===== config.mk =====
export PLATFORM = sky130hd
export DESIGN_NAME = keypad_code_lock_controller_top
export DESIGN_NICKNAME = d
export VERILOG_FILES = /design/src/sv/kcl_pkg.sv /design/src/sv/keypad_code_lock_controller_top.sv
export SDC_FILE = /design/constraint.sdc
export NUM_CORES = 1
export LEC_CHECK = 0
export BUFFER_PORTS_ARGS = -buffer_cell sky130_fd_sc_hd__buf_2
export CORE_UTILIZATION = 50
export DETAILED_ROUTE_END_ITERATION = 10
export PLACE_DENSITY = 0.73
export SLEW_MARGIN = 20
export SYNTH_ARGS = -nofsm -noshare
export SYNTH_HDL_FRONTEND = slang
export SYNTH_SLANG_ARGS = --single-unit

===== constraint.sdc =====
create_clock -name clk_i -period 4.45 [get_ports clk_i]
set_input_delay 0 -clock clk_i [delete_from_list [all_inputs] [get_ports clk_i]]
set_output_delay 0 -clock clk_i [all_outputs]
set_load 0.02 [all_outputs]

===== src/sv/kcl_pkg.sv =====
// Shared types, codes and constants of the keypad code lock controller.
package kcl_pkg;

  // Digits held in one entry and in the stored user code
  localparam int CODE_DIGITS = 4;
  localparam int CntW        = $clog2(CODE_DIGITS + 1);

  // Master code is always four BCD digits, first digit in the top nibble
  localparam int          MasterLen   = 4;
  localparam int          MasterCmp   = (CODE_DIGITS < MasterLen) ? CODE_DIGITS : MasterLen;
  localparam logic [15:0] MasterReset = 16'h1234;

  // Input operation codes
  localparam logic [1:0] OP_KEY    = 2'd0;
  localparam logic [1:0] OP_OPEN   = 2'd1;
  localparam logic [1:0] OP_ENROLL = 2'd2;

  // Key codes beyond the digits
  localparam logic [3:0] KEY_DIGIT_MAX = 4'd9;
  localparam logic [3:0] KEY_CLEAR     = 4'd10;
  localparam logic [3:0] KEY_ENTER     = 4'd11;

  typedef enum logic [3:0] {
    ACT_IGNORED = 4'd0,
    ACT_DIGIT   = 4'd1,
    ACT_CLEARED = 4'd2,
    ACT_OPEN    = 4'd3,
    ACT_WRONG   = 4'd4,
    ACT_OLD_OK  = 4'd5,
    ACT_REJECT  = 4'd6,
    ACT_SAVED   = 4'd7,
    ACT_ENROLL  = 4'd8
  } action_e;

  typedef enum logic [1:0] {
    MODE_NORMAL = 2'd0,
    MODE_VERIFY = 2'd1,
    MODE_NEW    = 2'd2
  } mode_e;

  typedef struct packed {
    logic [1:0] op;
    logic [3:0] key;
  } kcl_in_t;

  typedef struct packed {
    action_e    action;
    logic [3:0] echo_digit;
    mode_e      mode;
  } kcl_out_t;

endpackage


===== src/sv/keypad_code_lock_controller_top.sv =====
// Keypad code lock controller: entry collection, code compare, enroll flow.
//
// One beat in, one beat out. Each accepted beat (key press, open button or
// enroll button) is decoded combinationally against the held entry, the stored
// user code and the master code register, and its result lands in the output
// register on the same edge as the state update, so the block takes one beat
// per cycle; the only limit is the output register, which accepts a new beat
// whenever it is empty or its result is taken in that cycle.
// master_code may be written at any idle time; it resets to 0x1234.
module keypad_code_lock_controller_top (
  input  logic              clk_i,
  input  logic              rst_ni,
  input  logic              cfg_we_i,
  input  logic [15:0]       cfg_wdata_i,
  input  logic              in_valid_i,
  output logic              in_ready_o,
  input  kcl_pkg::kcl_in_t  in_data_i,
  output logic              out_valid_o,
  input  logic              out_ready_i,
  output kcl_pkg::kcl_out_t out_data_o
);

  logic [15:0]               master_q;
  logic [3:0]                entry_q [kcl_pkg::CODE_DIGITS];
  logic [3:0]                entry_d [kcl_pkg::CODE_DIGITS];
  logic [kcl_pkg::CntW-1:0]  entry_cnt_q, entry_cnt_d;
  logic [3:0]                user_q  [kcl_pkg::CODE_DIGITS];
  logic [3:0]                user_d  [kcl_pkg::CODE_DIGITS];
  logic [kcl_pkg::CntW-1:0]  user_len_q, user_len_d;
  kcl_pkg::mode_e            mode_q, mode_d;
  logic                      out_valid_q;
  kcl_pkg::kcl_out_t         out_q, out_d;

  logic                      accept;
  logic                      hit_master, hit_user, hit;
  logic [3:0]                master_nib [kcl_pkg::MasterLen];

  // Take a beat whenever the output register is free or drains now
  assign in_ready_o  = !out_valid_q || out_ready_i;
  assign accept      = in_valid_i && in_ready_o;
  assign out_valid_o = out_valid_q;
  assign out_data_o  = out_q;

  // Split master code into digits, first digit on top
  always_comb begin
    for (int i = 0; i < kcl_pkg::MasterLen; i++) begin
      master_nib[i] = master_q[15 - 4*i -: 4];
    end
  end

  // Compare entry against master and user codes
  always_comb begin
    hit_master = (kcl_pkg::CODE_DIGITS >= kcl_pkg::MasterLen) &&
                 (entry_cnt_q == kcl_pkg::CntW'(kcl_pkg::MasterLen));
    for (int i = 0; i < kcl_pkg::MasterCmp; i++) begin
      if (entry_q[i] != master_nib[i]) hit_master = 1'b0;
    end
    hit_user = (entry_cnt_q == user_len_q);
    for (int i = 0; i < kcl_pkg::CODE_DIGITS; i++) begin
      if ((kcl_pkg::CntW'(i) < entry_cnt_q) && (entry_q[i] != user_q[i])) hit_user = 1'b0;
    end
    hit = hit_master || hit_user;
  end

  // Decode one beat into next state and its result
  always_comb begin
    entry_d     = entry_q;
    entry_cnt_d = entry_cnt_q;
    user_d      = user_q;
    user_len_d  = user_len_q;
    mode_d      = mode_q;
    out_d.action     = kcl_pkg::ACT_IGNORED;
    out_d.echo_digit = 4'd0;
    unique case (in_data_i.op)
      kcl_pkg::OP_OPEN: begin
        out_d.action = kcl_pkg::ACT_OPEN;
      end
      kcl_pkg::OP_ENROLL: begin
        mode_d       = kcl_pkg::MODE_VERIFY;
        entry_cnt_d  = '0;
        out_d.action = kcl_pkg::ACT_ENROLL;
      end
      kcl_pkg::OP_KEY: begin
        if (in_data_i.key <= kcl_pkg::KEY_DIGIT_MAX) begin
          // Append digit unless the entry is full
          if (entry_cnt_q < kcl_pkg::CntW'(kcl_pkg::CODE_DIGITS)) begin
            for (int i = 0; i < kcl_pkg::CODE_DIGITS; i++) begin
              if (entry_cnt_q == kcl_pkg::CntW'(i)) entry_d[i] = in_data_i.key;
            end
            entry_cnt_d      = entry_cnt_q + kcl_pkg::CntW'(1);
            out_d.action     = kcl_pkg::ACT_DIGIT;
            out_d.echo_digit = in_data_i.key;
          end
        end else if (in_data_i.key == kcl_pkg::KEY_CLEAR) begin
          entry_cnt_d  = '0;
          out_d.action = kcl_pkg::ACT_CLEARED;
        end else if (in_data_i.key == kcl_pkg::KEY_ENTER) begin
          entry_cnt_d = '0;
          unique case (mode_q)
            kcl_pkg::MODE_VERIFY: begin
              mode_d       = hit ? kcl_pkg::MODE_NEW : kcl_pkg::MODE_NORMAL;
              out_d.action = hit ? kcl_pkg::ACT_OLD_OK : kcl_pkg::ACT_REJECT;
            end
            kcl_pkg::MODE_NEW: begin
              // Save the entry as the new user code
              user_d       = entry_q;
              user_len_d   = entry_cnt_q;
              mode_d       = kcl_pkg::MODE_NORMAL;
              out_d.action = kcl_pkg::ACT_SAVED;
            end
            default: begin
              mode_d       = kcl_pkg::MODE_NORMAL;
              out_d.action = hit ? kcl_pkg::ACT_OPEN : kcl_pkg::ACT_WRONG;
            end
          endcase
        end
      end
      default: begin
        out_d.action = kcl_pkg::ACT_IGNORED;
      end
    endcase
    out_d.mode = mode_d;
  end

  // Hold control state and master code
  always_ff @(posedge clk_i or negedge rst_ni) begin
    if (!rst_ni) begin
      master_q    <= kcl_pkg::MasterReset;
      entry_cnt_q <= '0;
      user_len_q  <= '0;
      mode_q      <= kcl_pkg::MODE_NORMAL;
      out_valid_q <= 1'b0;
    end else begin
      if (cfg_we_i) master_q <= cfg_wdata_i;
      if (accept) begin
        entry_cnt_q <= entry_cnt_d;
        user_len_q  <= user_len_d;
        mode_q      <= mode_d;
        out_valid_q <= 1'b1;
      end else if (out_ready_i) begin
        out_valid_q <= 1'b0;
      end
    end
  end

  // Hold digit stores and the result beat
  always_ff @(posedge clk_i) begin
    if (accept) begin
      entry_q <= entry_d;
      user_q  <= user_d;
      out_q   <= out_d;
    end
  end

  // Entry never holds more digits than the store has
  a_cnt_bound: assert property (@(posedge clk_i) disable iff (!rst_ni)
    (entry_cnt_q <= kcl_pkg::CntW'(kcl_pkg::CODE_DIGITS)) &&
    (user_len_q <= kcl_pkg::CntW'(kcl_pkg::CODE_DIGITS)))
    else $error("entry or user code length out of range");

  // Enroll beat leaves an empty entry in verify mode
  a_enroll: assert property (@(posedge clk_i) disable iff (!rst_ni)
    accept && (in_data_i.op == kcl_pkg::OP_ENROLL) |=>
      (mode_q == kcl_pkg::MODE_VERIFY) && (entry_cnt_q == '0))
    else $error("enroll did not enter verify mode with an empty entry");

  // Fresh result reports the mode that the state now holds
  a_mode_out: assert property (@(posedge clk_i) disable iff (!rst_ni)
    accept |=> out_valid_q && (out_q.mode == mode_q))
    else $error("result mode differs from held mode");

  // A result appears only after a beat was taken
  a_out_src: assert property (@(posedge clk_i) disable iff (!rst_ni)
    $rose(out_valid_q) |-> $past(accept))
    else $error("result appeared without an accepted beat");

endmodule

==> results of run 1 <==
==> routing by layer <==
layer	up-vias	routed length [µm]	GRT usage [%]	share of wire, %
li1	883	-	-	-
met3	6	273	6.90	4.9
met2	55	2850	33.7	51
met4	0	48	6.11	0.86
met1	892	2440	26.2	43
met5	-	0	0	0
==> power breakdown <==
part           total [W]  switching (W)  internal [W]
Sequential      0.000718      0.0000247      0.000694
Combinational   0.000159      0.0000800     0.0000790
Clock           0.000603       0.000232      0.000371
==> kinds of logic after synthesis <==
family | count (synthesis) | synth area share [%]
flip-flops | 67 | 64.3
AND/OR/NAND/NOR | 43 | 8.50
XOR/XNOR | 33 | 9.82
AO/OA/AOI/OAI | 23 | 5.19
multiplexers | 21 | 8.04
buffers and inverters | 13 | 2.00
adder cells (fa/ha/maj) | 5 | 2.13
==> worst min-delay path by stage <==
stage               depth (start not counted)                          to  slack [ns]
CTS                                         1        entry_q[4]$_DFFE_PP_       0.001
global route                                2     out_data_o[9]$_DFFE_PP_        0.05
floorplan                                   0  entry_cnt_q[0]$_DFFE_PN0P_       -0.30
finish                                      2     out_data_o[9]$_DFFE_PP_        0.05
global placement                            1   master_nib[6]$_DFFE_PN0P_        0.03
detailed placement                          1   master_nib[6]$_DFFE_PN0P_        0.05
==> state kept, by name, indices dropped and copies added, names as in the netlist <==
name and count:
out_data_o 10, user_len_q 3, user_q 16, out_valid_o 1, mode_q 2, entry_cnt_q 3
master_nib 16, entry_q 16
==> cell usage in the layout, fill, tap and decap left out, drive strengths merged, types with 2 or more instances in the layout <==
master       count
nor4             5
xnor2           20
dlygate4sd3     23
a32o             2
clkbuf           9
xor2            13
ha               5
nor3             3
and2             8
nand2b           2
clkinv           3
a31oi            4
nand4            5
a21oi            5
dfrtp           20
mux2            21
nand2            6
dfstp            5
buf             38
edfxtp          42
inv              9
o21ai            6
bufinv           3
nor2             7
==> repair_timing <==
item / 4_1_cts / 5_1_grt
gates resized for setup: 0 / 0
hold buffers: 22 / 1
buffers inserted: 0 / 0
endpoints found under the hold margin: 49 / 4
==> worst max-delay path: stages <==
cell           delay, ns
dlygate4sd3_1       0.53
buf_2               0.19
and3b_1             0.26
nand2_1             0.12
or3_1               0.36
nor2_1              0.18
nand2_1             0.16
inv_1               0.54
==> metrics by stage <==
stage | setup WS, ns | area, µm² | cells | utilization (%)
CTS | 2.07 | 3660 | 349 | 65.6
finish | 2.08 | 3670 | 350 | 65.8
global placement | 2.28 | 3200 | 311 | 57.4
global route | 1.96 | 3670 | 350 | 65.8
floorplan | 2.43 | 2940 | 205 | -
detailed placement | 2.24 | 3200 | 311 | 57.4
==> layout make-up <==
cell class | count | share of cell area, %
inverter | 9 | 0.921
multi-input combinational | 125 | 27.0
sequential | 67 | 51.6
timing repair buffer | 61 | 11.5
clock inverter | 7 | 3.17
clock buffer | 9 | 3.38
tap | 72 | 2.46
==> results.md, run 1 <==
* Outcome: finished clean
* Worst-Margin Slew at around 0.68 ns
* I/O Buffers at 38
* Worst vdd rail ir drop at around 0.26 mV
* First-pass GRT wire length at about 9200 µm
* Die height at just under 80 µm
* PD cells at approximately 400 nW/µm²
* Core Region at 5570 µm²
* 1st-iter DRT viols at 115
* Final ANT Viol Nets at 0
* Hold WC Path Type: input pin to register
* Fin crit period at roughly 2.4 ns
* Row count at 27
* Layout cell share with drive strength beyond 1 at between 20 and 30%
* Clk sink count at 67
* Layout area overhead at 24.7%
* CTS tree: built
* Layout fillers at 430
* Most used flip-flop cell after synthesis: edfxtp_1
* Worst Reg-to-Reg Cells at 6
* Netlist cell types at 35
* Largest net degree at the start of global routing at 26
* Vias in the first global route at 1883
* Post-synth top cells: edfxtp_1 (42), mux2_2 (21), dfrtp_1 (20), xnor2_1 (20), xor2_1 (13)
* Worst slew margin at between 50% and 60%
* Global router's overall resource usage at just over 20%
* Nets at slightly above 300
* GP Congestion at approximately 0.84
* Mapped Area at about 3000 µm²
* Cell accounting for the most synthesized area: edfxtp_1
* Post-Syn Nets at between 200 and 250
* Max cap viols at 0
* F_max at between 0.4 and 0.5 GHz
* Power Total at 0.00148 W
* Clk_skew at between 0.004 and 0.005 ns
* CP Max Fanout at 16
* Crit end category: register
* Post-DP HPWL at 3730 µm
* Starting Density at 52.8%
* Vias at ~1800
* Final WL at around 5600 µm
* Clock latency on the worst-skew pair at around 0.34 ns
* Synth top area cells: edfxtp_1 (43%), dfrtp_1 (17%), mux2_2 (8.0%), xnor2_1 (6.0%), dfstp_2 (4.5%)
* Total gr overflow at 0
* Critical Path End: user_q[0]$_DFFE_PP_
* Yosys warnings at 0
* Fin crit share at ~53%
* Crit path launch: in_data_i[2]
* # diodes at 0
* Clock buffer depth at 2
* Hold wc startpoint: in_data_i[4]
* RR Startpoint: entry_q[3]$_DFFE_PP_
* Die ar. at slightly above 6000 µm²
* Number of synthesized flops with an enable pin at 42
* CTS Buf Count at 9
* Initial antenna violation count at 0
* Reg2reg end: out_data_o[7]$_DFFE_PP_
* Post-synth top area share at a little over two fifths
* Setup crit start kind: input pin
* CTS HTree Levels at 3
* Die X at about 79 µm
* Routed vias/inst at 5.25
* Synth Register Bits at 67
* Clock root buffer: clkbuf_8
* Wire per inst at 16.0 µm
* Drt first pass iters at 4
* Clock Pin Slew Worst Setup and Hold Paths at approximately 0.07 ns
* Multi-input gate area at 991 µm²
* Sequential area share after synthesis at about 64%
* Max Slew Vio Count at 0
* Post-route DRC violation count at 0
* Post-synthesis average cell area at 14.4 µm²
* Setup TNS at 0 ns
* Worst path required time at 4.42 ns
* FF-to-FF setup slack at 2.19 ns
* Static leakage at between 1 and 1.5 nW
* Unrepaired setup endpoints after global routing: false
* Num ports at 39
* Setup violators final at 0
* CP Class: input pin to register
* Most common cell in the netlist: edfxtp_1
* Hold Worst Slack at 0.0530 ns
* Register area at roughly 1900 µm²
* Synth Instances at slightly above 200
* Async SR Flop Fraction at 37.3%
* Hold Violations, Final at 0
* CP arrival at approximately 2.4 ns
No activity file was read; power rests on OpenSTA's default activity.
==> run 2, diff against run 1 <==
--- a/config.mk
+++ b/config.mk
@@ -5,10 +5,11 @@
 export SDC_FILE = /design/constraint.sdc
 export NUM_CORES = 1
 export LEC_CHECK = 0
+export ABC_AREA = 1
 export BUFFER_PORTS_ARGS = -buffer_cell sky130_fd_sc_hd__buf_2
 export CORE_UTILIZATION = 50
 export DETAILED_ROUTE_END_ITERATION = 10
-export PLACE_DENSITY = 0.73
+export PLACE_DENSITY = 0.75
 export SLEW_MARGIN = 20
 export SYNTH_ARGS = -nofsm -noshare
 export SYNTH_HDL_FRONTEND = slang
==> constraint.sdc (replaced) <==
create_clock -name clk_i -period 2.1 [get_ports clk_i]
set_input_delay 0 -clock clk_i [delete_from_list [all_inputs] [get_ports clk_i]]
set_output_delay 0 -clock clk_i [all_outputs]
set_load 0.02 [all_outputs]
==> results.md, run 2 <==
* Unrepaired setup endpoints after global routing: false
* Global router's overall resource usage at 22.3% (+1.6 points)
* Post-route DRC violation count at 0 (unchanged)
* Clock share of power at 29.3% (-11 points)
* Starting Density at 52.9% (+0.13 points)
* Total gr overflow at 0 (unchanged)
* First-pass GRT wire length at 10600 µm (+15%)
* Outcome: finished clean
* Drt first pass iters at 4 (unchanged)
* CP arrival at 1.89 ns (-0.46 ns)
* RR Startpoint: master_nib[9]$_DFFE_PN1P_
* Hold Violations, Final at 0 (unchanged)
* Post-synth top cells: nand2_1 (103), inv_1 (48), edfxtp_1 (42)
* Num ports at 39 (unchanged)
* Worst slew margin at 57.1% (+2.6 points)
* Crit end category: register
* CTS tree: built
* Worst vdd rail ir drop at 0.587 mV (+130%)
* Layout area overhead at 21.0%
* Clk_skew at 0.00902 ns (+0.00424 ns)
* Internal power at 0.00213 W (+86%)
* 1st-iter DRT viols at 135 (+17%)
* Fin worst setup slack at 0.252 ns (-1.83 ns)
* Synth Instances at 338 (+65%)
* Cell accounting for the most synthesized area: edfxtp_1
* Multi-input gate area at 1050 µm² (+5.9%)
* Hold WC Path Type: input pin to register
* GP Congestion at 0.847 (+0.41%)
* Critical-path cell list: dlygate4sd3_1 > buf_2 > inv_1 > nand3_1 > nor2_1 > inv_1 > nor2_1 > nand2_1 > nor3_2 > buf_4
* Slowest stage delay, CP at 0.53 ns (about the same)
* CTS HTree Levels at 3 (unchanged)
* PD cells at 778 nW/µm² (+93%)
* Post-synth top area share at 39.5% (-3.3 points)
* Max cap viols at 0 (unchanged)
* Layout cell share with drive strength beyond 1 at 21.0% (-8.8 points)
* Sequential area share after synthesis at 59.4% (-5.0 points)
* Logic gate share of total power at 18.8% (+8.1 points)
* Post-DP HPWL at 4510 µm (+21%)
* Layout fillers at 489 (+14%)
* Fin crit period at 1.85 ns
* Worst-Margin Slew at 0.643 ns (-0.0376 ns)
* Worst path slowest cell: dlygate4sd3_1
* Core Region at 6030 µm² (+8.1%)
* Wire per inst at 13.5 µm (-16%)
* Commonest non-fill, non-tap cell in the layout: nand2_1
* Static leakage at 1.81 nW (+25%)
* Most common cell in the netlist: nand2_1
* Setup TNS at 0 ns (unchanged)
* Power share of the sequential group at 51.9% (+3.4 points)
* Most frequent cells in the layout: nand2_1 (103), inv_1 (48), edfxtp_1 (42)
* Die X at 81.9 µm (+4.0%)
* Clock root buffer: clkbuf_8
* Pre-CTS setup slack at 0.394 ns (-1.84 ns)
* Initial antenna violation count at 0 (unchanged)
* Hold wc startpoint: in_data_i[4]
* Resized cells post-CTS at 0 (unchanged)
* Die ar. at 6700 µm² (+8.2%)
* Mapped Area at 3190 µm² (+8.4%)
* Yosys warnings at 0 (unchanged)
* Synth top area cells: edfxtp_1 (40%), dfrtp_1 (16%), nand2_1 (12%), inv_1 (5.6%), dfstp_2 (4.1%)
* Clock latency on the worst-skew pair at 0.34 ns (about the same)
* Post-synthesis average cell area at 9.44 µm² (-34%)
* Clock Pin Slew Worst Setup and Hold Paths at 0.07 ns (about the same)
* Global route hottest layer: met2
* Crit path launch: in_data_i[2]
* Register area at 1890 µm² (unchanged)
* Clock buffer depth at 2 (unchanged)
* GR Layer Usage met3 at 5.00% (-1.9 points)
* Largest net degree at the start of global routing at 29 (+12%)
* Final ANT Viol Nets at 0 (unchanged)
* Vias at 2385 (+30%)
* Row count at 28 (+3.7%)
* Setup violators final at 0 (unchanged)
* I/O Buffers at 38 (unchanged)
* Most used flip-flop cell after synthesis: edfxtp_1
* Max Slew Vio Count at 0 (unchanged)
* CTS Buf Count at 9 (unchanged)
* Die height at 81.9 µm (+4.0%)
* # diodes at 0 (unchanged)
* Nets at 441 (+45%)
* Vias in the first global route at 2305 (+22%)
* Worst path required time at 2.14 ns (-2.28 ns)
* Number of synthesized flops with an enable pin at 42 (unchanged)
* Final WL at 6590 µm (+17%)
* Async SR Flop Fraction at 37.3% (unchanged)
* Setup crit start kind: input pin
* Synth Register Bits at 67 (unchanged)
* Netlist cell types at 31 (-11%)
* CP Class: input pin to register
* CP Max Fanout at 10 (-6)
* Post-Syn Nets at 370 (+56%)
* Sw frac at 29.0% (+6.2 points)
* Met2 Track Usage GR at 37.4% (+3.8 points)
* F_max at between 0.5 and 0.6 GHz
* Clk sink count at 67 (unchanged)
* Switching pwr at 0.000871 W (+160%)
* Fin crit share at 88.0%
* Routed vias/inst at 4.88 (-7.0%)
* Met1 usage at 26.9% (+0.62 points)
[run 2: changes by cell type after synthesis, sizes merged, moves of 4 or more]
| cell | before | now |
|---|---|---|
| nand2 | 6 | 108 |
| nor2 | 7 | 33 |
| and2 | 8 | 0 |
| xor2 | 13 | 5 |
| a31oi | 4 | 0 |
| xnor2 | 20 | 7 |
| nand3 | 1 | 7 |
| o21ai | 6 | 19 |
| mux2 | 21 | 4 |
| inv | 9 | 58 |
| nor4 | 5 | 1 |
[run 2: routing by layer]
metal / up-vias / wire length, µm
met5: - / 0
met3: 10 / 373
met1: 1095 / 2970
li1: 1213 / -
met2: 67 / 3140
met4: 0 / 107
[run 2: cell families after synthesis]
kind of cell / share of synthesized area (%)
buffers and inverters: 7.89
and+or+nand+nor: 21.1
AOI/OAI and AO/OA: 4.94
adders and majority gates: 1.96
muxes: 1.41
xor gates and xnor gates: 3.30
DFF: 59.4
[run 2: what timing repair did]
action / in CTS / in global routing
endpoints found under the hold margin: 53 / 0
hold buffers: 23 / 0
buffers inserted: 0 / 0
[run 2: area by class of cell]
type	instances	area share, %
Sequential cell	67	49.1
Multi-Input combinational cell	208	27.2
Timing Repair Buffer	65	11.7
Inverter	58	5.64
Clock buffer	12	3.50
Tap cell	75	2.43
Clock inverter	4	0.486
[run 2: worst paths after layout]
| path | to | slack (ns) | cells past startpoint |
|---|---|---|---|
| setup / recovery | user_q[9]$_DFFE_PP_ | 0.25 | 10 |
| min in group asynchronous | master_nib[13]$_DFFE_PN0P_ | 0.22 | 2 |
| setup reg to reg | out_data_o[7]$_DFFE_PP_ | 0.41 | 11 |
| hold / removal | out_data_o[9]$_DFFE_PP_ | 0.05 | 2 |
| max in group asynchronous | master_nib[14]$_DFFE_PN0P_ | 1.46 | 2 |
| hold reg to reg | master_nib[9]$_DFFE_PN1P_ | 0.51 | 2 |
[run 2: metrics by stage]
step / std cells / cell area (µm²) / power (W) / hold slack [ns] / utilization, %
finish: 489 / 3860 / 0.00300 / 0.0479 / 64.0
global route: 489 / 3860 / 0.00317 / 0.0612 / 64.0
CTS: 489 / 3860 / 0.00303 / 0.0322 / 64.0
detailed placement: 450 / 3470 / 0.00211 / 0.0662 / 57.7
global placement: 450 / 3470 / 0.00210 / 0.0548 / 57.7
floorplan: 338 / 3190 / 0.00197 / -0.296 / -
[run 2: critical path: cells and delay by family]
| family | cells | cell delay [ns] |
|---|---|---|
| AND/OR/NAND/NOR | 5 | 0.75 |
| buffers and inverters | 5 | 1.13 |
[run 2: power by group through the flow]
stage	Combinational [W]	Clock, W	Sequential, W
after CTS	0.000564	0.000903	0.00156
after global routing	0.000649	0.000947	0.00157
after global placement	0.000517	0	0.00158
after detailed placement	0.000529	0	0.00159
final	0.000564	0.000880	0.00156
after floorplan	0.000386	0	0.00159
==> run 3, diff against run 2 <==
--- a/config.mk
+++ b/config.mk
@@ -7,9 +7,10 @@
 export LEC_CHECK = 0
 export ABC_AREA = 1
 export BUFFER_PORTS_ARGS = -buffer_cell sky130_fd_sc_hd__buf_2
-export CORE_UTILIZATION = 50
+export CORE_UTILIZATION = 30
 export DETAILED_ROUTE_END_ITERATION = 10
-export PLACE_DENSITY = 0.75
+export PLACE_DENSITY = 0.5
+export RECOVER_POWER = 50
 export SLEW_MARGIN = 20
 export SYNTH_ARGS = -nofsm -noshare
 export SYNTH_HDL_FRONTEND = slang
==> constraint.sdc (replaced) <==
create_clock -name clk_i -period 1.5 [get_ports clk_i]
set_input_delay 0 -clock clk_i [delete_from_list [all_inputs] [get_ports clk_i]]
set_output_delay 0 -clock clk_i [all_outputs]
set_load 0.02 [all_outputs]
==> results.md, run 3 (synthesis results as in run 2) <==
* Switching pwr at 0.00135 W (+55%)
* CTS tree: built
* Vias in the first global route at 2453 (+6.4%)
* Global router's overall resource usage at 13.5% (-8.8 points)
* Hold Violations, Final at 0 (unchanged)
* I/O Buffers at 38 (unchanged)
* # diodes at 0 (unchanged)
* Routed vias/inst at 4.22 (-14%)
* Sw frac at 29.9% (+0.89 points)
* Placed cell area at 3750 µm² (+7.9%)
* Outcome: complete, but fails checks
* F_max at 0.597 GHz
* Setup TNS at -0.333 ns (-0.333 ns)
* Fin worst setup slack at -0.175 ns (-0.427 ns)
* CTS Buf Count at 9 (unchanged)
* Clock buffer depth at 2 (unchanged)
* Clk_skew at 0.0105 ns (+0.00149 ns)
* Max cap viols at 0 (unchanged)
* Final WL at 6880 µm (+4.4%)
* Layout cell share with drive strength beyond 1 at 29.4% (+8.4 points)
* Clock Pin Slew Worst Setup and Hold Paths at 0.07 ns (about the same)
* Total gr overflow at 0 (unchanged)
* Worst slew margin at 54.6% (-2.5 points)
* CP arrival at 1.77 ns (-0.12 ns)
* Final ANT Viol Nets at 0 (unchanged)
* Row count at 37 (+32%)
* Nets at 466 (+5.7%)
* Worst path required time at 1.59 ns (-0.55 ns)
* Hold Worst Slack at 0.0316 ns (-0.0163 ns)
* Logic gate share of total power at 22.0% (+3.2 points)
* Setup violators final at 4 (+4)
* Initial antenna violation count at 0 (unchanged)
* Fin crit period at roughly 1.7 ns
* Vias at 2425 (+1.7%)
* Post-DP HPWL at 4970 µm (+10%)
* Starting Density at 30.9% (-22 points)
* Worst vdd rail ir drop at 0.432 mV (-26%)
* Clock share of power at 29.7% (+0.4 points)
* Static leakage at 1.93 nW (+7.0%)
* Internal power at 0.00316 W (+48%)
* CP Class: register to register
* Setup crit start kind: register
* Failing checks: setup timing
* First-pass GRT wire length at 11500 µm (+7.8%)
* Crit end category: register
* GP Congestion at 0.762 (-10%)
* Worst-Margin Slew at 0.681 ns (+0.0377 ns)
* Fin crit share at 112%
* Wire per inst at 12.0 µm (-11%)
* Core Region at 10300 µm² (+71%)
* Layout fillers at 1018 (+110%)
* Post-route DRC violation count at 0 (unchanged)
* Layout area overhead at 32.4%
* Final Cell Area at 4220 µm² (+9.4%)
* Num ports at 39 (unchanged)
* Clk sink count at 67 (unchanged)
* PD cells at 1070 nW/µm² (+37%)
* Hold WC Path Type: input pin to register
* Max Slew Vio Count at 0 (unchanged)
* Die ar. at 11000 µm² (+65%)
* Power share of the sequential group at 48.3% (-3.6 points)
* 1st-iter DRT viols at 100 (-26%)
* Drt first pass iters at 4 (unchanged)
* Clock latency on the worst-skew pair at 0.34 ns (about the same)
* Die height at 105 µm (+28%)
* CP Max Fanout at 2 (-8)
* Commonest non-fill, non-tap cell in the layout: nand2_1
* Unrepaired setup endpoints after global routing: true
* Most frequent cells in the layout: nand2_1 (98), inv_1 (46), edfxtp_1 (42)
* Die X at 105 µm (+28%)
* Largest net degree at the start of global routing at 26 (-10%)
* Clock root buffer: clkbuf_8
* CTS HTree Levels at 3 (unchanged)
-- run 3: cell types whose count changed in the layout (fill, tap and decap cells not counted), moves of 4 or more --
cell / delta
nor2_2: +4
buf_6: +4
nor2_1: -6
nand2_1: -5
buf_2: -5
buf_4: +19
-- run 3: per-stage QoR --
stage                     setup WS, ns  std cells  power, W  util, %
after floorplan                -0.0558        338   0.00278        -
after global placement          -0.228        534   0.00312     36.3
after detailed placement        -0.227        534   0.00312     36.3
after CTS                       -0.178        573   0.00453     40.4
after global routing            -0.302        575   0.00478     40.9
final                           -0.175        575   0.00451     40.9
-- run 3: layout make-up --
class	count	area (µm²)	area share [%]
repair buffers	90	641	15.2
multi-input cells	208	1120	26.5
clock buffers	10	138	3.26
flip-flops and latches	67	1900	44.9
well taps	136	170	4.03
clock inverters	6	40.0	0.948
inverters	58	218	5.16
-- run 3: final timing paths --
| check | startpoint | endpoint | slack, ns | cells after the start |
|---|---|---|---|---|
| max | master_nib[4]$_DFFE_PN1P_ | out_data_o[7]$_DFFE_PP_ | -0.17 | 10 |
| min | in_data_i[0] | out_data_o[2]$_SDFFCE_PN0P_ | 0.03 | 3 |
| max reg2reg | master_nib[4]$_DFFE_PN1P_ | out_data_o[7]$_DFFE_PP_ | -0.17 | 10 |
| min reg2reg | master_nib[9]$_DFFE_PN1P_ | master_nib[9]$_DFFE_PN1P_ | 0.50 | 2 |
| max in group asynchronous | rst_ni | out_valid_o$_DFFE_PN0P_ | 0.79 | 2 |
| min in group asynchronous | rst_ni | master_nib[6]$_DFFE_PN0P_ | 0.23 | 2 |
-- run 3: metal layers --
metal  global-route usage, %  vias up  wire length, µm  part of all wire (%)
met4                    3.92        0               57                  0.83
met1                    16.1     1128             3240                    47
met5                       0        -                0                     0
met3                    3.56        4              206                   3.0
li1                        -     1258                -                     -
met2                    23.6       35             3370                    49
-- run 3: what timing repair did --
item	4_1_cts	5_1_grt
endpoints found under the hold margin	43	0
setup endpoints to repair	17	40
gates cloned	0	1
setup buffers	0	1
gates resized for setup	4	19
hold buffers	23	0
pin swaps	0	14
-- run 3: power by group through the flow --
stage                     clock network, W  registers, W  logic [W]
after CTS                          0.00139       0.00218   0.000964
final                              0.00134       0.00218   0.000991
after floorplan                          0       0.00222   0.000552
after global routing               0.00147       0.00220    0.00112
after detailed placement                 0       0.00221   0.000904
after global placement                   0       0.00222   0.000908
-- run 3: worst max-delay path: stages (launching register included) --
cell,delay [ns]
dfstp_2,0.54
xnor2_1,0.11
nand3_1,0.10
nor2_2,0.16
nand4_2,0.16
nand3_1,0.11
nand2_1,0.05
nand2_1,0.06
nand2_1,0.04
nand2_1,0.05
nand2_1,0.05
